## config.mk

```make
export PLATFORM = sky130hd
export DESIGN_NAME = integer_to_ascii_formatter_top_flat
export DESIGN_NICKNAME = d
export VERILOG_FILES = /design/src/rtl/itaf_pkg.sv /design/src/rtl/itaf_if.sv /design/src/rtl/integer_to_ascii_formatter_top.sv /design/src/rtl/itaf_front.sv /design/src/rtl/itaf_div.sv /design/src/rtl/itaf_back.sv /design/src/flat_wrapper.sv
export SDC_FILE = /design/constraint.sdc
export NUM_CORES = 2
export LEC_CHECK = 0
export ABC_AREA = 1
export ABC_CLOCK_PERIOD_IN_PS = 14080
export BUFFER_PORTS_ARGS = -buffer_cell sky130_fd_sc_hd__buf_2
export CORE_MARGIN = 5
export CORE_UTILIZATION = 35
export CTS_CLUSTER_SIZE = 25
export DETAILED_ROUTE_END_ITERATION = 8
export HOLD_SLACK_MARGIN = 0.12
export PLACE_DENSITY = 0.6
export REMOVE_ABC_BUFFERS = 1
export SLEW_MARGIN = 20
export SYNTH_ARGS = -nofsm -noshare
export SYNTH_HDL_FRONTEND = slang
export SYNTH_SLANG_ARGS = --single-unit
```

## constraint.sdc

```tcl
create_clock -name clk -period 14.08 [get_ports clk]
set_input_delay 2.816 -clock clk [delete_from_list [all_inputs] [get_ports clk]]
set_output_delay 2.816 -clock clk [all_outputs]
set_load 0.005 [all_outputs]
```

## src/rtl/itaf_pkg.sv

```systemverilog
// ----------------------------------------------------------------------------
// itaf_pkg
// Shared types, constants and lookup functions for the integer-to-ASCII
// formatter.
// ----------------------------------------------------------------------------
package itaf_pkg;

    localparam int MAX_WIDTH_DEF = 31;
    localparam int TEXT_CAP      = 16;
    localparam int TXT_W         = $clog2(TEXT_CAP);
    localparam int QUEUE_DEPTH   = 2;
    localparam int DIVS_W        = 21;

    localparam logic [31:0] RECIP_10 = 32'hCCCC_CCCD;

    localparam logic [1:0] RADIX_OCT = 2'd0;
    localparam logic [1:0] RADIX_HEX = 2'd2;

    localparam logic [7:0] SOS_UNSIGNED = 8'd0;
    localparam logic [7:0] SOS_SIGNED   = 8'd1;

    localparam logic [7:0] CH_ZERO  = 8'h30;
    localparam logic [7:0] CH_UPPER = 8'h41;
    localparam logic [7:0] CH_MINUS = 8'h2D;
    localparam logic [7:0] CH_DOT   = 8'h2E;
    localparam logic [7:0] CH_G     = 8'h47;
    localparam logic [7:0] CH_M     = 8'h4D;
    localparam logic [7:0] CH_K     = 8'h4B;

    typedef enum logic [2:0] {
        PATH_ZERO,
        PATH_OCT,
        PATH_DEC,
        PATH_HEX,
        PATH_COMPACT,
        PATH_GROUP
    } path_t;

    typedef struct packed {
        logic [31:0] mag;
        path_t       path;
        logic        neg;
        logic [7:0]  sep;
        logic [4:0]  field_width;
        logic [7:0]  pad_char;
        logic        left_justify;
    } job_t;

    typedef enum logic [3:0] {
        ST_IDLE,
        ST_CLASS,
        ST_DIVW,
        ST_KMUL,
        ST_KRES,
        ST_ROUND,
        ST_MUL,
        ST_DIG,
        ST_SHIFT,
        ST_SIGN,
        ST_EMIT
    } back_state_t;

    function automatic logic [7:0] digit_char(input logic [3:0] d);
        logic [7:0] c;
        if (d < 4'd10)
        begin
            c = CH_ZERO + {4'd0, d};
        end
        else
        begin
            c = CH_UPPER + {4'd0, d} - 8'd10;
        end
        return c;
    endfunction

    // compact scale select: 0..6 scale rows, 7 no scaling
    function automatic logic [2:0] scale_sel(input logic [31:0] n);
        logic [2:0] s;
        if (n[31:30] != 2'd0)
            s = 3'd0;
        else if (n[31:20] >= 12'd100)
            s = 3'd1;
        else if (n[31:20] >= 12'd10)
            s = 3'd2;
        else if (n[31:20] != 12'd0)
            s = 3'd3;
        else if (n[31:10] >= 22'd100)
            s = 3'd4;
        else if (n[31:10] >= 22'd10)
            s = 3'd5;
        else if (n[31:10] != 22'd0)
            s = 3'd6;
        else
            s = 3'd7;
        return s;
    endfunction

    function automatic logic [DIVS_W-1:0] scale_divisor(input logic [2:0] s);
        logic [DIVS_W-1:0] d;
        case (s)
            3'd0:    d = DIVS_W'(1073741);
            3'd1:    d = DIVS_W'(104857);
            3'd2:    d = DIVS_W'(10485);
            default: d = DIVS_W'(1048);
        endcase
        return d;
    endfunction

    // floor(2^32 / d) for each G/M divisor; estimate is low by at most one
    function automatic logic [31:0] scale_recip(input logic [DIVS_W-1:0] d);
        logic [31:0] m;
        case (d)
            DIVS_W'(1073741): m = 32'd4000;
            DIVS_W'(104857):  m = 32'd40960;
            DIVS_W'(10485):   m = 32'd409629;
            default:          m = 32'd4098251;
        endcase
        return m;
    endfunction

    function automatic logic [9:0] scale_mul(input logic [2:0] s);
        logic [9:0] m;
        case (s)
            3'd4:    m = 10'd10;
            3'd5:    m = 10'd100;
            default: m = 10'd1000;
        endcase
        return m;
    endfunction

    function automatic logic [7:0] scale_letter(input logic [2:0] s);
        logic [7:0] c;
        case (s)
            3'd0:    c = CH_G;
            3'd1, 3'd2, 3'd3: c = CH_M;
            default: c = CH_K;
        endcase
        return c;
    endfunction

    function automatic logic [1:0] scale_decimals(input logic [2:0] s);
        logic [1:0] f;
        case (s)
            3'd0, 3'd3, 3'd6: f = 2'd2;
            3'd2, 3'd5:       f = 2'd1;
            default:          f = 2'd0;
        endcase
        return f;
    endfunction

endpackage

```

## src/rtl/itaf_if.sv

```systemverilog
// ----------------------------------------------------------------------------
// itaf interfaces
// Valid/ready channels: input item, output character, configuration write.
// ----------------------------------------------------------------------------
interface itaf_in_if;
    logic        valid;
    logic        ready;
    logic [31:0] value;
    logic [1:0]  radix;
    logic [7:0]  sign_or_separator;
    logic [4:0]  field_width;
    logic [7:0]  pad_char;
    logic        left_justify;

    modport source (output valid, value, radix, sign_or_separator, field_width,
                    pad_char, left_justify, input ready);
    modport sink (input valid, value, radix, sign_or_separator, field_width,
                  pad_char, left_justify, output ready);
endinterface

interface itaf_out_if;
    logic       valid;
    logic       ready;
    logic [7:0] character;
    logic       last;

    modport source (output valid, character, last, input ready);
    modport sink (input valid, character, last, output ready);
endinterface

interface itaf_cfg_if;
    logic valid;
    logic ready;
    logic data;

    modport source (output valid, data, input ready);
    modport sink (input valid, data, output ready);
endinterface

```

## src/rtl/integer_to_ascii_formatter_top.sv

```systemverilog
// ----------------------------------------------------------------------------
// integer_to_ascii_formatter_top
// Formats a 32-bit value as octal, decimal, hex, grouped decimal or compact
// K/M/G text and streams it out one character at a time, padded to width.
// ----------------------------------------------------------------------------
//
//  channel | dir | payload                                      | accept
//  --------+-----+----------------------------------------------+------------
//  num     | in  | value, radix, sign_or_separator, field_width,| valid&ready
//          |     | pad_char, left_justify                       |
//  txt     | out | character, last                              | valid&ready
//  cfg     | in  | data = long_number_mode                      | valid&ready
//
//  Steps: pop, classify and sign, then a reciprocal multiply and a digit
//  step per decimal digit, or a shift per octal/hex digit; compact form adds
//  rounding and G/M scaling in the reciprocal divider or K scaling; then one
//  character per cycle while txt is ready.
//  Reset: rst_n async low; clears control, long_number_mode to 0.
//  Stalls: a two-entry item queue separates intake from the digit engine;
//  the output register holds a character while txt.ready is low.
//
module integer_to_ascii_formatter_top
    import itaf_pkg::*;
#(
    parameter int MAX_WIDTH = MAX_WIDTH_DEF
)
(
    input  logic       clk,
    input  logic       rst_n,
    itaf_in_if.sink    num,
    itaf_cfg_if.sink   cfg,
    itaf_out_if.source txt
);

    // classified items between intake and the digit engine
    logic job_valid;
    job_t job;
    logic job_pop;

    itaf_front u_front (
        .clk       (clk),
        .rst_n     (rst_n),
        .num       (num),
        .cfg       (cfg),
        .job_valid (job_valid),
        .job       (job),
        .job_pop   (job_pop)
    );

    // digit generation, text buffer and padded character stream
    itaf_back #(
        .MAX_WIDTH (MAX_WIDTH)
    ) u_back (
        .clk       (clk),
        .rst_n     (rst_n),
        .job_valid (job_valid),
        .job       (job),
        .job_pop   (job_pop),
        .txt       (txt)
    );

endmodule

```

## src/rtl/itaf_front.sv

```systemverilog
// ----------------------------------------------------------------------------
// itaf_front
// Accepts items, classifies them into a formatting path and queues them.
// ----------------------------------------------------------------------------
module itaf_front
    import itaf_pkg::*;
(
    input  logic       clk,
    input  logic       rst_n,
    itaf_in_if.sink    num,
    itaf_cfg_if.sink   cfg,
    output logic       job_valid,
    output job_t       job,
    input  logic       job_pop
);

    localparam int QA_W = $clog2(QUEUE_DEPTH);
    localparam int QC_W = $clog2(QUEUE_DEPTH + 1);

    logic            lnm_reg;
    job_t            q_reg [QUEUE_DEPTH];
    logic [QA_W-1:0] wr_reg, wr_next;
    logic [QA_W-1:0] rd_reg, rd_next;
    logic [QC_W-1:0] cnt_reg, cnt_next;
    job_t            cls;
    logic            push;
    logic            neg;

    assign cfg.ready = 1'b1;
    assign num.ready = (cnt_reg != QC_W'(QUEUE_DEPTH));
    assign push      = num.valid && num.ready;
    assign job_valid = (cnt_reg != '0);
    assign job       = q_reg[rd_reg];

    always_comb
    begin
        neg                = (num.sign_or_separator != SOS_UNSIGNED) && num.value[31];
        cls.mag            = neg ? (32'd0 - num.value) : num.value;
        cls.neg            = neg;
        cls.sep            = num.sign_or_separator;
        cls.field_width    = num.field_width;
        cls.pad_char       = num.pad_char;
        cls.left_justify   = num.left_justify;
        if (num.value == 32'd0)
            cls.path = PATH_ZERO;
        else if (num.sign_or_separator != SOS_UNSIGNED &&
                 num.sign_or_separator != SOS_SIGNED)
            cls.path = lnm_reg ? PATH_GROUP : PATH_COMPACT;
        else if (num.radix == RADIX_OCT)
            cls.path = PATH_OCT;
        else if (num.radix == RADIX_HEX)
            cls.path = PATH_HEX;
        else
            cls.path = PATH_DEC;
    end

    always_comb
    begin
        wr_next  = push ? QA_W'((32'(wr_reg) + 1) % QUEUE_DEPTH) : wr_reg;
        rd_next  = job_pop ? QA_W'((32'(rd_reg) + 1) % QUEUE_DEPTH) : rd_reg;
        cnt_next = cnt_reg + QC_W'(push) - QC_W'(job_pop);
    end

    always_ff @(posedge clk or negedge rst_n)
    begin
        if (!rst_n)
        begin
            lnm_reg <= 1'b0;
            wr_reg  <= '0;
            rd_reg  <= '0;
            cnt_reg <= '0;
        end
        else
        begin
            if (cfg.valid)
                lnm_reg <= cfg.data;
            wr_reg  <= wr_next;
            rd_reg  <= rd_next;
            cnt_reg <= cnt_next;
        end
    end

    always_ff @(posedge clk)
    begin
        if (push)
            q_reg[wr_reg] <= cls;
    end

endmodule

```

## src/rtl/itaf_div.sv

```systemverilog
// ----------------------------------------------------------------------------
// itaf_div
// Divider for the G/M scale constants: reciprocal multiply, back-multiply and
// one correction step, each registered; done follows start through a shift register.
// ----------------------------------------------------------------------------
module itaf_div
    import itaf_pkg::*;
(
    input  logic              clk,
    input  logic              rst_n,
    input  logic              start,
    input  logic [31:0]       dividend,
    input  logic [DIVS_W-1:0] divisor,
    output logic              done,
    output logic [31:0]       quotient
);

    logic [3:0]        stg_reg;
    logic              done_reg;
    logic [31:0]       dvd_reg;
    logic [DIVS_W-1:0] dvs_reg;
    logic [31:0]       rcp_reg;
    logic [63:0]       pa_reg;
    logic [31:0]       q0_reg;
    logic [63:0]       pb_reg;
    logic [31:0]       quo_reg;
    logic [31:0]       rem;

    assign done     = done_reg;
    assign quotient = quo_reg;
    // remainder of the estimate, below twice the divisor
    assign rem      = dvd_reg - pb_reg[31:0];

    always_ff @(posedge clk or negedge rst_n)
    begin
        if (!rst_n)
        begin
            stg_reg  <= '0;
            done_reg <= 1'b0;
        end
        else
        begin
            stg_reg  <= {stg_reg[2:0], start};
            done_reg <= stg_reg[3];
        end
    end

    // operands hold from start until the next start
    always_ff @(posedge clk)
    begin
        if (start)
        begin
            dvd_reg <= dividend;
            dvs_reg <= divisor;
            rcp_reg <= scale_recip(divisor);
        end
        pa_reg  <= 64'(dvd_reg) * 64'(rcp_reg);
        q0_reg  <= pa_reg[63:32];
        pb_reg  <= 64'(q0_reg) * 64'(dvs_reg);
        quo_reg <= (rem >= 32'(dvs_reg)) ? q0_reg + 32'd1 : q0_reg;
    end

endmodule

```

## src/rtl/itaf_back.sv

```systemverilog
// ----------------------------------------------------------------------------
// itaf_back
// Digit engine and character emitter: builds the text least significant
// first in a small buffer, then streams pad and text characters out.
// ----------------------------------------------------------------------------
module itaf_back
    import itaf_pkg::*;
#(
    parameter int MAX_WIDTH = MAX_WIDTH_DEF
)
(
    input  logic       clk,
    input  logic       rst_n,
    input  logic       job_valid,
    input  job_t       job,
    output logic       job_pop,
    itaf_out_if.source txt
);

    localparam int PW = $clog2(MAX_WIDTH + 1);

    back_state_t      state_reg, state_next;
    job_t             job_reg;
    logic [31:0]      n_reg, n_next;
    logic [63:0]      prod_reg;
    logic [31:0]      mul_b;
    logic [TXT_W-1:0] len_reg, len_next;
    logic [1:0]       frac_reg, frac_next;
    logic [1:0]       grp_reg, grp_next;
    logic             rnd_reg, rnd_next;
    logic [9:0]       kmul_reg;
    logic [PW-1:0]    pos_reg, pos_next;
    logic [7:0]       text_reg [TEXT_CAP];
    logic             ov_reg, ov_next;
    logic [7:0]       och_reg;
    logic             olast_reg;

    logic             wr0, wr1;
    logic [7:0]       wd0, wd1;
    logic [2:0]       sel;
    logic             div_start, div_done;
    logic [31:0]      div_q;
    logic [31:0]      q, q10;
    logic [3:0]       r;
    logic             put, dot;
    logic [TXT_W-1:0] len1;
    logic [PW-1:0]    wid, len_e, padn, total, tpos;
    logic             in_text, load, last;

    assign job_pop   = (state_reg == ST_IDLE) && job_valid;
    assign txt.valid = ov_reg;
    assign txt.character = och_reg;
    assign txt.last  = olast_reg;

    itaf_div u_div (
        .clk      (clk),
        .rst_n    (rst_n),
        .start    (div_start),
        .dividend (n_reg),
        .divisor  (scale_divisor(sel)),
        .done     (div_done),
        .quotient (div_q)
    );

    // shared multiplier: reciprocal of ten, or the K scale factor
    assign mul_b = (state_reg == ST_KMUL) ? {22'd0, kmul_reg} : RECIP_10;

    always_ff @(posedge clk)
    begin
        prod_reg <= n_reg * mul_b;
    end

    always_comb
    begin
        sel  = scale_sel(n_reg);
        q    = {3'd0, prod_reg[63:35]};
        q10  = {q[28:0], 3'd0} + {q[30:0], 1'd0};
        r    = 4'(n_reg - q10);
        put  = (r != 4'd0) || (frac_reg == 2'd0) || (len_reg > TXT_W'(1));
        len1 = len_reg + TXT_W'(put);
        dot  = (frac_reg == 2'd1) && (len1 > TXT_W'(1));
    end

    // emit geometry
    always_comb
    begin
        if ({2'd0, job_reg.field_width} > 7'(MAX_WIDTH))
            wid = PW'(MAX_WIDTH);
        else
            wid = PW'(job_reg.field_width);
        len_e = PW'(len_reg);
        padn  = (wid > len_e) ? PW'(wid - len_e) : '0;
        total = PW'(len_e + padn);
        if (job_reg.left_justify)
        begin
            in_text = (pos_reg < len_e);
            tpos    = PW'(len_e - PW'(1) - pos_reg);
        end
        else
        begin
            in_text = (pos_reg >= padn);
            tpos    = PW'(total - PW'(1) - pos_reg);
        end
        last    = (pos_reg == PW'(total - PW'(1)));
        load    = (state_reg == ST_EMIT) && (!ov_reg || txt.ready);
    end

    // next state
    always_comb
    begin
        state_next = state_reg;
        case (state_reg)
            ST_IDLE:
                if (job_valid)
                    state_next = ST_CLASS;
            ST_CLASS:
                case (job_reg.path)
                    PATH_ZERO:            state_next = ST_SIGN;
                    PATH_OCT, PATH_HEX:   state_next = ST_SHIFT;
                    PATH_COMPACT:
                        if (sel < 3'd4)
                            state_next = ST_DIVW;
                        else if (sel != 3'd7)
                            state_next = ST_KMUL;
                        else
                            state_next = ST_MUL;
                    default:              state_next = ST_MUL;
                endcase
            ST_DIVW:
                if (div_done)
                    state_next = ST_ROUND;
            ST_KMUL:  state_next = ST_KRES;
            ST_KRES:  state_next = ST_ROUND;
            ST_ROUND: state_next = ST_MUL;
            ST_MUL:   state_next = ST_DIG;
            ST_DIG:
                state_next = (q == 32'd0) ? ST_SIGN : ST_MUL;
            ST_SHIFT:
                if (n_next == 32'd0)
                    state_next = ST_SIGN;
            ST_SIGN:  state_next = ST_EMIT;
            ST_EMIT:
                if (load && last)
                    state_next = ST_IDLE;
            default:  state_next = ST_IDLE;
        endcase
    end

    // datapath and outputs
    always_comb
    begin
        n_next    = n_reg;
        len_next  = len_reg;
        frac_next = frac_reg;
        grp_next  = grp_reg;
        rnd_next  = rnd_reg;
        pos_next  = pos_reg;
        wr0       = 1'b0;
        wr1       = 1'b0;
        wd0       = CH_ZERO;
        wd1       = CH_DOT;
        div_start = 1'b0;
        ov_next   = ov_reg;
        if (txt.ready)
            ov_next = 1'b0;
        if (load)
            ov_next = 1'b1;
        case (state_reg)
            ST_IDLE:
            begin
                n_next   = job.mag;
                len_next = '0;
                grp_next = '0;
                rnd_next = 1'b0;
                frac_next = '0;
            end
            ST_CLASS:
            begin
                if (job_reg.path == PATH_ZERO)
                begin
                    wr0      = 1'b1;
                    wd0      = CH_ZERO;
                    len_next = TXT_W'(1);
                end
                else if (job_reg.path == PATH_COMPACT)
                begin
                    frac_next = scale_decimals(sel);
                    div_start = (sel < 3'd4);
                    if (sel != 3'd7)
                    begin
                        wr0      = 1'b1;
                        wd0      = scale_letter(sel);
                        len_next = TXT_W'(1);
                    end
                end
            end
            ST_DIVW:
                if (div_done)
                    n_next = div_q;
            ST_KRES:
                n_next = prod_reg[41:10];
            ST_ROUND:
            begin
                n_next   = n_reg + 32'd5;
                rnd_next = 1'b1;
            end
            ST_DIG:
            begin
                n_next = q;
                if (rnd_reg)
                    rnd_next = 1'b0;
                else
                begin
                    case (job_reg.path)
                        PATH_COMPACT:
                        begin
                            wr0 = put;
                            wd0 = digit_char(r);
                            if (dot)
                            begin
                                wr1 = 1'b1;
                                wd1 = CH_DOT;
                            end
                            len_next  = len1 + TXT_W'(dot);
                            frac_next = (frac_reg == 2'd0) ? 2'd0 : frac_reg - 2'd1;
                        end
                        PATH_GROUP:
                        begin
                            wr0 = 1'b1;
                            wd0 = digit_char(r);
                            wr1 = (q != 32'd0) && (grp_reg == 2'd2);
                            wd1 = job_reg.sep;
                            len_next = len_reg + TXT_W'(1) + TXT_W'(wr1);
                            grp_next = (grp_reg == 2'd2) ? 2'd0 : grp_reg + 2'd1;
                        end
                        default:
                        begin
                            wr0      = 1'b1;
                            wd0      = digit_char(r);
                            len_next = len_reg + TXT_W'(1);
                        end
                    endcase
                end
            end
            ST_SHIFT:
            begin
                wr0      = 1'b1;
                len_next = len_reg + TXT_W'(1);
                if (job_reg.path == PATH_OCT)
                begin
                    wd0    = digit_char({1'b0, n_reg[2:0]});
                    n_next = n_reg >> 3;
                end
                else
                begin
                    wd0    = digit_char(n_reg[3:0]);
                    n_next = n_reg >> 4;
                end
            end
            ST_SIGN:
            begin
                pos_next = '0;
                if (job_reg.neg)
                begin
                    wr0      = 1'b1;
                    wd0      = CH_MINUS;
                    len_next = len_reg + TXT_W'(1);
                end
            end
            ST_EMIT:
                if (load)
                    pos_next = pos_reg + PW'(1);
            default:
            begin
                n_next = n_reg;
            end
        endcase
    end

    always_ff @(posedge clk or negedge rst_n)
    begin
        if (!rst_n)
        begin
            state_reg <= ST_IDLE;
            ov_reg    <= 1'b0;
        end
        else
        begin
            state_reg <= state_next;
            ov_reg    <= ov_next;
        end
    end

    always_ff @(posedge clk)
    begin
        n_reg    <= n_next;
        len_reg  <= len_next;
        frac_reg <= frac_next;
        grp_reg  <= grp_next;
        rnd_reg  <= rnd_next;
        pos_reg  <= pos_next;
        if (job_pop)
            job_reg <= job;
        if (state_reg == ST_CLASS)
            kmul_reg <= scale_mul(sel);
        if (wr0)
            text_reg[len_reg] <= wd0;
        if (wr1)
            text_reg[TXT_W'(len_reg + TXT_W'(wr0))] <= wd1;
        if (load)
        begin
            och_reg   <= in_text ? text_reg[tpos[TXT_W-1:0]] : job_reg.pad_char;
            olast_reg <= last;
        end
    end

endmodule
```

## src/flat_wrapper.sv

```systemverilog
// flat-port wrapper written by rule: the top's interface ports become plain ports
module integer_to_ascii_formatter_top_flat import itaf_pkg::*;
#(
    parameter int MAX_WIDTH = MAX_WIDTH_DEF
)
  (clk, rst_n, num_valid, num_value, num_radix, num_sign_or_separator, num_field_width, num_pad_char, num_left_justify, num_ready, cfg_valid, cfg_data, cfg_ready, txt_valid, txt_character, txt_last, txt_ready);
  itaf_in_if num_i ();
  itaf_cfg_if cfg_i ();
  itaf_out_if txt_i ();
  input  logic clk;
  input  logic rst_n;
  input wire logic [$bits(num_i.valid)-1:0] num_valid;
  input wire logic [$bits(num_i.value)-1:0] num_value;
  input wire logic [$bits(num_i.radix)-1:0] num_radix;
  input wire logic [$bits(num_i.sign_or_separator)-1:0] num_sign_or_separator;
  input wire logic [$bits(num_i.field_width)-1:0] num_field_width;
  input wire logic [$bits(num_i.pad_char)-1:0] num_pad_char;
  input wire logic [$bits(num_i.left_justify)-1:0] num_left_justify;
  output wire logic [$bits(num_i.ready)-1:0] num_ready;
  input wire logic [$bits(cfg_i.valid)-1:0] cfg_valid;
  input wire logic [$bits(cfg_i.data)-1:0] cfg_data;
  output wire logic [$bits(cfg_i.ready)-1:0] cfg_ready;
  output wire logic [$bits(txt_i.valid)-1:0] txt_valid;
  output wire logic [$bits(txt_i.character)-1:0] txt_character;
  output wire logic [$bits(txt_i.last)-1:0] txt_last;
  input wire logic [$bits(txt_i.ready)-1:0] txt_ready;
  assign num_i.valid = num_valid;
  assign num_i.value = num_value;
  assign num_i.radix = num_radix;
  assign num_i.sign_or_separator = num_sign_or_separator;
  assign num_i.field_width = num_field_width;
  assign num_i.pad_char = num_pad_char;
  assign num_i.left_justify = num_left_justify;
  assign num_ready = num_i.ready;
  assign cfg_i.valid = cfg_valid;
  assign cfg_i.data = cfg_data;
  assign cfg_ready = cfg_i.ready;
  assign txt_valid = txt_i.valid;
  assign txt_character = txt_i.character;
  assign txt_last = txt_i.last;
  assign txt_i.ready = txt_ready;
  integer_to_ascii_formatter_top #(.MAX_WIDTH(MAX_WIDTH)) u_core (.clk(clk), .rst_n(rst_n), .num(num_i), .cfg(cfg_i), .txt(txt_i));
endmodule
```

==> impl_metrics.ini <==
[logic_synthesis]
postSynthAreaPerCell_sq_um = 8.461
synth_warnings = 0
synth.area.mux_share_pct = 0.1198
synth-seq-cells = 555
synth_top_family_by_area = adder cells
synth-simple-area-share_pct = 15.30
synth_ff_type = edfxtp_1
yosysUniqueCellTypes = 72
synth_seq_area_share_pct = 17.32
synth-xor-area-share_pct = 2.247
syn_area_sq_mm = 0.08457
synth_edf_count = 346
synth_compound_area_share_pct = 5.603
async_reset_ff_share_pct = 2.703
synth_adder_area_share_pct = 46.48
synth_cells = 9995

[grt]
grt_pass1_vias = 65860
grt_max_degree = 65
grt_pass1_wl_microns = 409600
grt_use_met2_pct = 33.57
grt.busiest_layer = met2
antenna_found_initial = 18
gr-usage-all-layers_pct = 21.60
grt_overflow = 0
use_met3_pct = 3.501
met1_usage_pct = 29.97

[worst_setup_path]
startpoint_type = flip-flop
critPathCaptureType = flip-flop
worstRegToRegCells = 33
slowest_stage = fa_1
crit_buf_inv = 10
critPathKind = flip-flop to flip-flop
cp_max_fo = 36
cpPeakStageDelay_ns = 0.54
crit_cells = 33
path_delay_family = adder cells
required_ns = 14.67
cp.arrival_ns = 9.66

[power_and_ir_drop]
p_seq_share_pct = 49.2
power.leakage_nw = 49.06
power.internal_mw = 2.825
p_switching_mw = 0.9088
pwr-share-comb_pct = 4.5
irDropWorstVdd_mv = 0.08395
swShare_pct = 24.34
cellPowerDensity_mw_per_mm2 = 41.10
clkPwrFrac_pct = 46.3

[route]
drt_pass1_iterations = 6
num_vias = 64540
viasPerCell = 4.875
wl_per_cell_microns = 20.38
route.detailed.drc = 0
ant_nets = 0
drtIter0Drc = 5852
routed_wl_microns = 269800

[clocking]
clk_latency_ns = 0.70
cts_buffers = 66
cts_hold_repair.buffers = 0
path_clk_slew_ns = 0.06
cts_tree = built
clock_path_buffers = 3
ctsRootBufferMaster = clkbuf_16
post_cts_resized = 0
post_cts_buffers = 0
h-tree-depth = 3
clkSinkCount = 555

[sta]
finalCriticalPeriod_ns = 9.070
relSlewSlack_pct = 20.04
fmax_mhz = 110.3
setup_tns_ns = 0
worstMarginPinSlew_ns = 1.195
fin_skew_ns = 0.02728
rsz0062_at_grt = false
finalCritPeriodShare_pct = 64.42
drv_slew = 0
setup_viol = 0
finalHoldViolations = 0

[floorplanning]
rows = 180
die_x_microns = 501.6
die_area_sq_mm = 0.2516
initial_utilization_pct = 35.16
io_pins = 74
coreArea_sq_mm = 0.2405
die_y_microns = 501.6

[cells_and_area]
fillCellCount = 24770
area_growth_pct = 7.426
mostFrequentLayoutCells = inv_1 (2597), nand2_1 (2010), fa_1 (1364)
final_common_cell = inv_1
stdcell_area_sq_mm = 0.09085
largest_reg_flops = 128
layout.nets = 12390
post_route_cells_drive_above_1_share_pct = 3.722

[status]
outcome = finished, final reports clean

[min_path]
min_path_cells = 0
hp-class = flip-flop to flip-flop

[place]
placed_area_sq_mm = 0.08869
gp_congestion = 0.9673
io_buffers = 72
hpwlAfterDp_microns = 226600

[flow_run]
cap_violations = 0
## cell usage after synthesis (20+ instances only)
cell | count | area, sq um
inv_1 | 2599 | 9756
nand2_1 | 2011 | 7548
fa_1 | 1364 | 27310
ha_1 | 959 | 12000
nor2_1 | 714 | 2680
edfxtp_1 | 346 | 10390
o21ai_0 | 309 | 1546
a21oi_1 | 290 | 1451
nand3_1 | 218 | 1091
dfxtp_1 | 194 | 3884
clkbuf_1 | 144 | 540.5
xor2_1 | 141 | 1235
nand4_1 | 87 | 544.3
xnor2_1 | 76 | 665.6
buf_2 | 66 | 330.3
nor3_1 | 62 | 310.3
a31oi_1 | 48 | 300.3
o32ai_1 | 32 | 280.3
o21a_1 | 29 | 217.7
nor4_1 | 27 | 168.9
nor2_2 | 23 | 143.9
a21o_1 | 20 | 150.1
inv_2 | 20 | 75.07
## per-stage QoR
stage                     setup slack [ns]  std cells  power (mW)  utilization, %  hold WS, ns
after floorplan                      5.216       9756       1.950               -       0.3096
after global placement               5.322      13120       2.043           36.87       0.3103
after detailed placement             5.081      13120       2.045           36.87       0.3136
after CTS                            5.055      13230       3.770           37.76       0.3264
after global routing                 4.349      13240       3.849           37.77       0.3321
final                                5.010      13240       3.734           37.77       0.3211
## power groups by stage
stage	sequential, mW	clock (mW)	combinational [mW]
after floorplan	1.87	0	0.0762
after global placement	1.87	0	0.172
after detailed placement	1.87	0	0.174
after CTS	1.84	1.76	0.174
after global routing	1.84	1.82	0.183
final	1.84	1.73	0.170
## cell type report
| type | instances | area [sq um] | share of cell area, % |
|---|---|---|---|
| timing repair buffer | 176 | 1141 | 1.256 |
| clock buffer | 87 | 1802 | 1.983 |
| antenna | 4 | 10.01 | 0.01102 |
| tap | 3185 | 3985 | 4.387 |
| inverter | 2628 | 9864 | 10.86 |
| sequential | 555 | 14650 | 16.13 |
| clock inverter | 30 | 336.6 | 0.3705 |
| multi-input combinational | 6573 | 59060 | 65.01 |
## kinds of logic (layout without fill, tap and decap cells)
logic type | after synthesis | in the layout
simple gates | 3194 | 3194
buf+inv | 2867 | 2921
fa+ha+maj | 2323 | 2323
compound gates | 828 | 828
flops | 555 | 555
xor+xnor | 217 | 217
mux | 10 | 10
other cells | 1 | 5
## per-layer routing
layer / vias to the layer above / routed length [microns]
met5: - / 0
met4: 0 / 13590
met3: 432 / 21040
met2: 2394 / 118100
met1: 31450 / 117000
li1: 30260 / -
## worst reg2reg max path, delay by kind of cell (launching register included)
kind,cells,cell delay [ns]
and+or+nand+nor,11,1.84
AOI/OAI and AO/OA,3,0.95
adders and majority gates,9,4.28
DFF,1,0.48
buffers and inverters,10,1.40
## final timing paths
check / endpoint / slack [ns] / startpoint
setup / recovery: u_core.u_back.prod_reg[40]$_DFF_P_ / 5.01 / u_core.u_back.state_reg[0]$_DFFE_PN0P_
hold / removal: u_core.u_back.u_div.q0_reg[5]$_DFF_P_ / 0.32 / u_core.u_back.u_div.pa_reg[37]$_DFF_P_
setup reg to reg: u_core.u_back.prod_reg[40]$_DFF_P_ / 5.01 / u_core.u_back.state_reg[0]$_DFFE_PN0P_
hold reg to reg: u_core.u_back.u_div.q0_reg[5]$_DFF_P_ / 0.32 / u_core.u_back.u_div.pa_reg[37]$_DFF_P_
max in group asynchronous: u_core.u_front.rd_reg$_DFFE_PN0P_ / 11.41 / rst_n
min in group asynchronous: u_core.u_front.lnm_reg$_DFFE_PN0P_ / 2.17 / rst_n
Note: power is estimated with default switching activity, not from simulation.
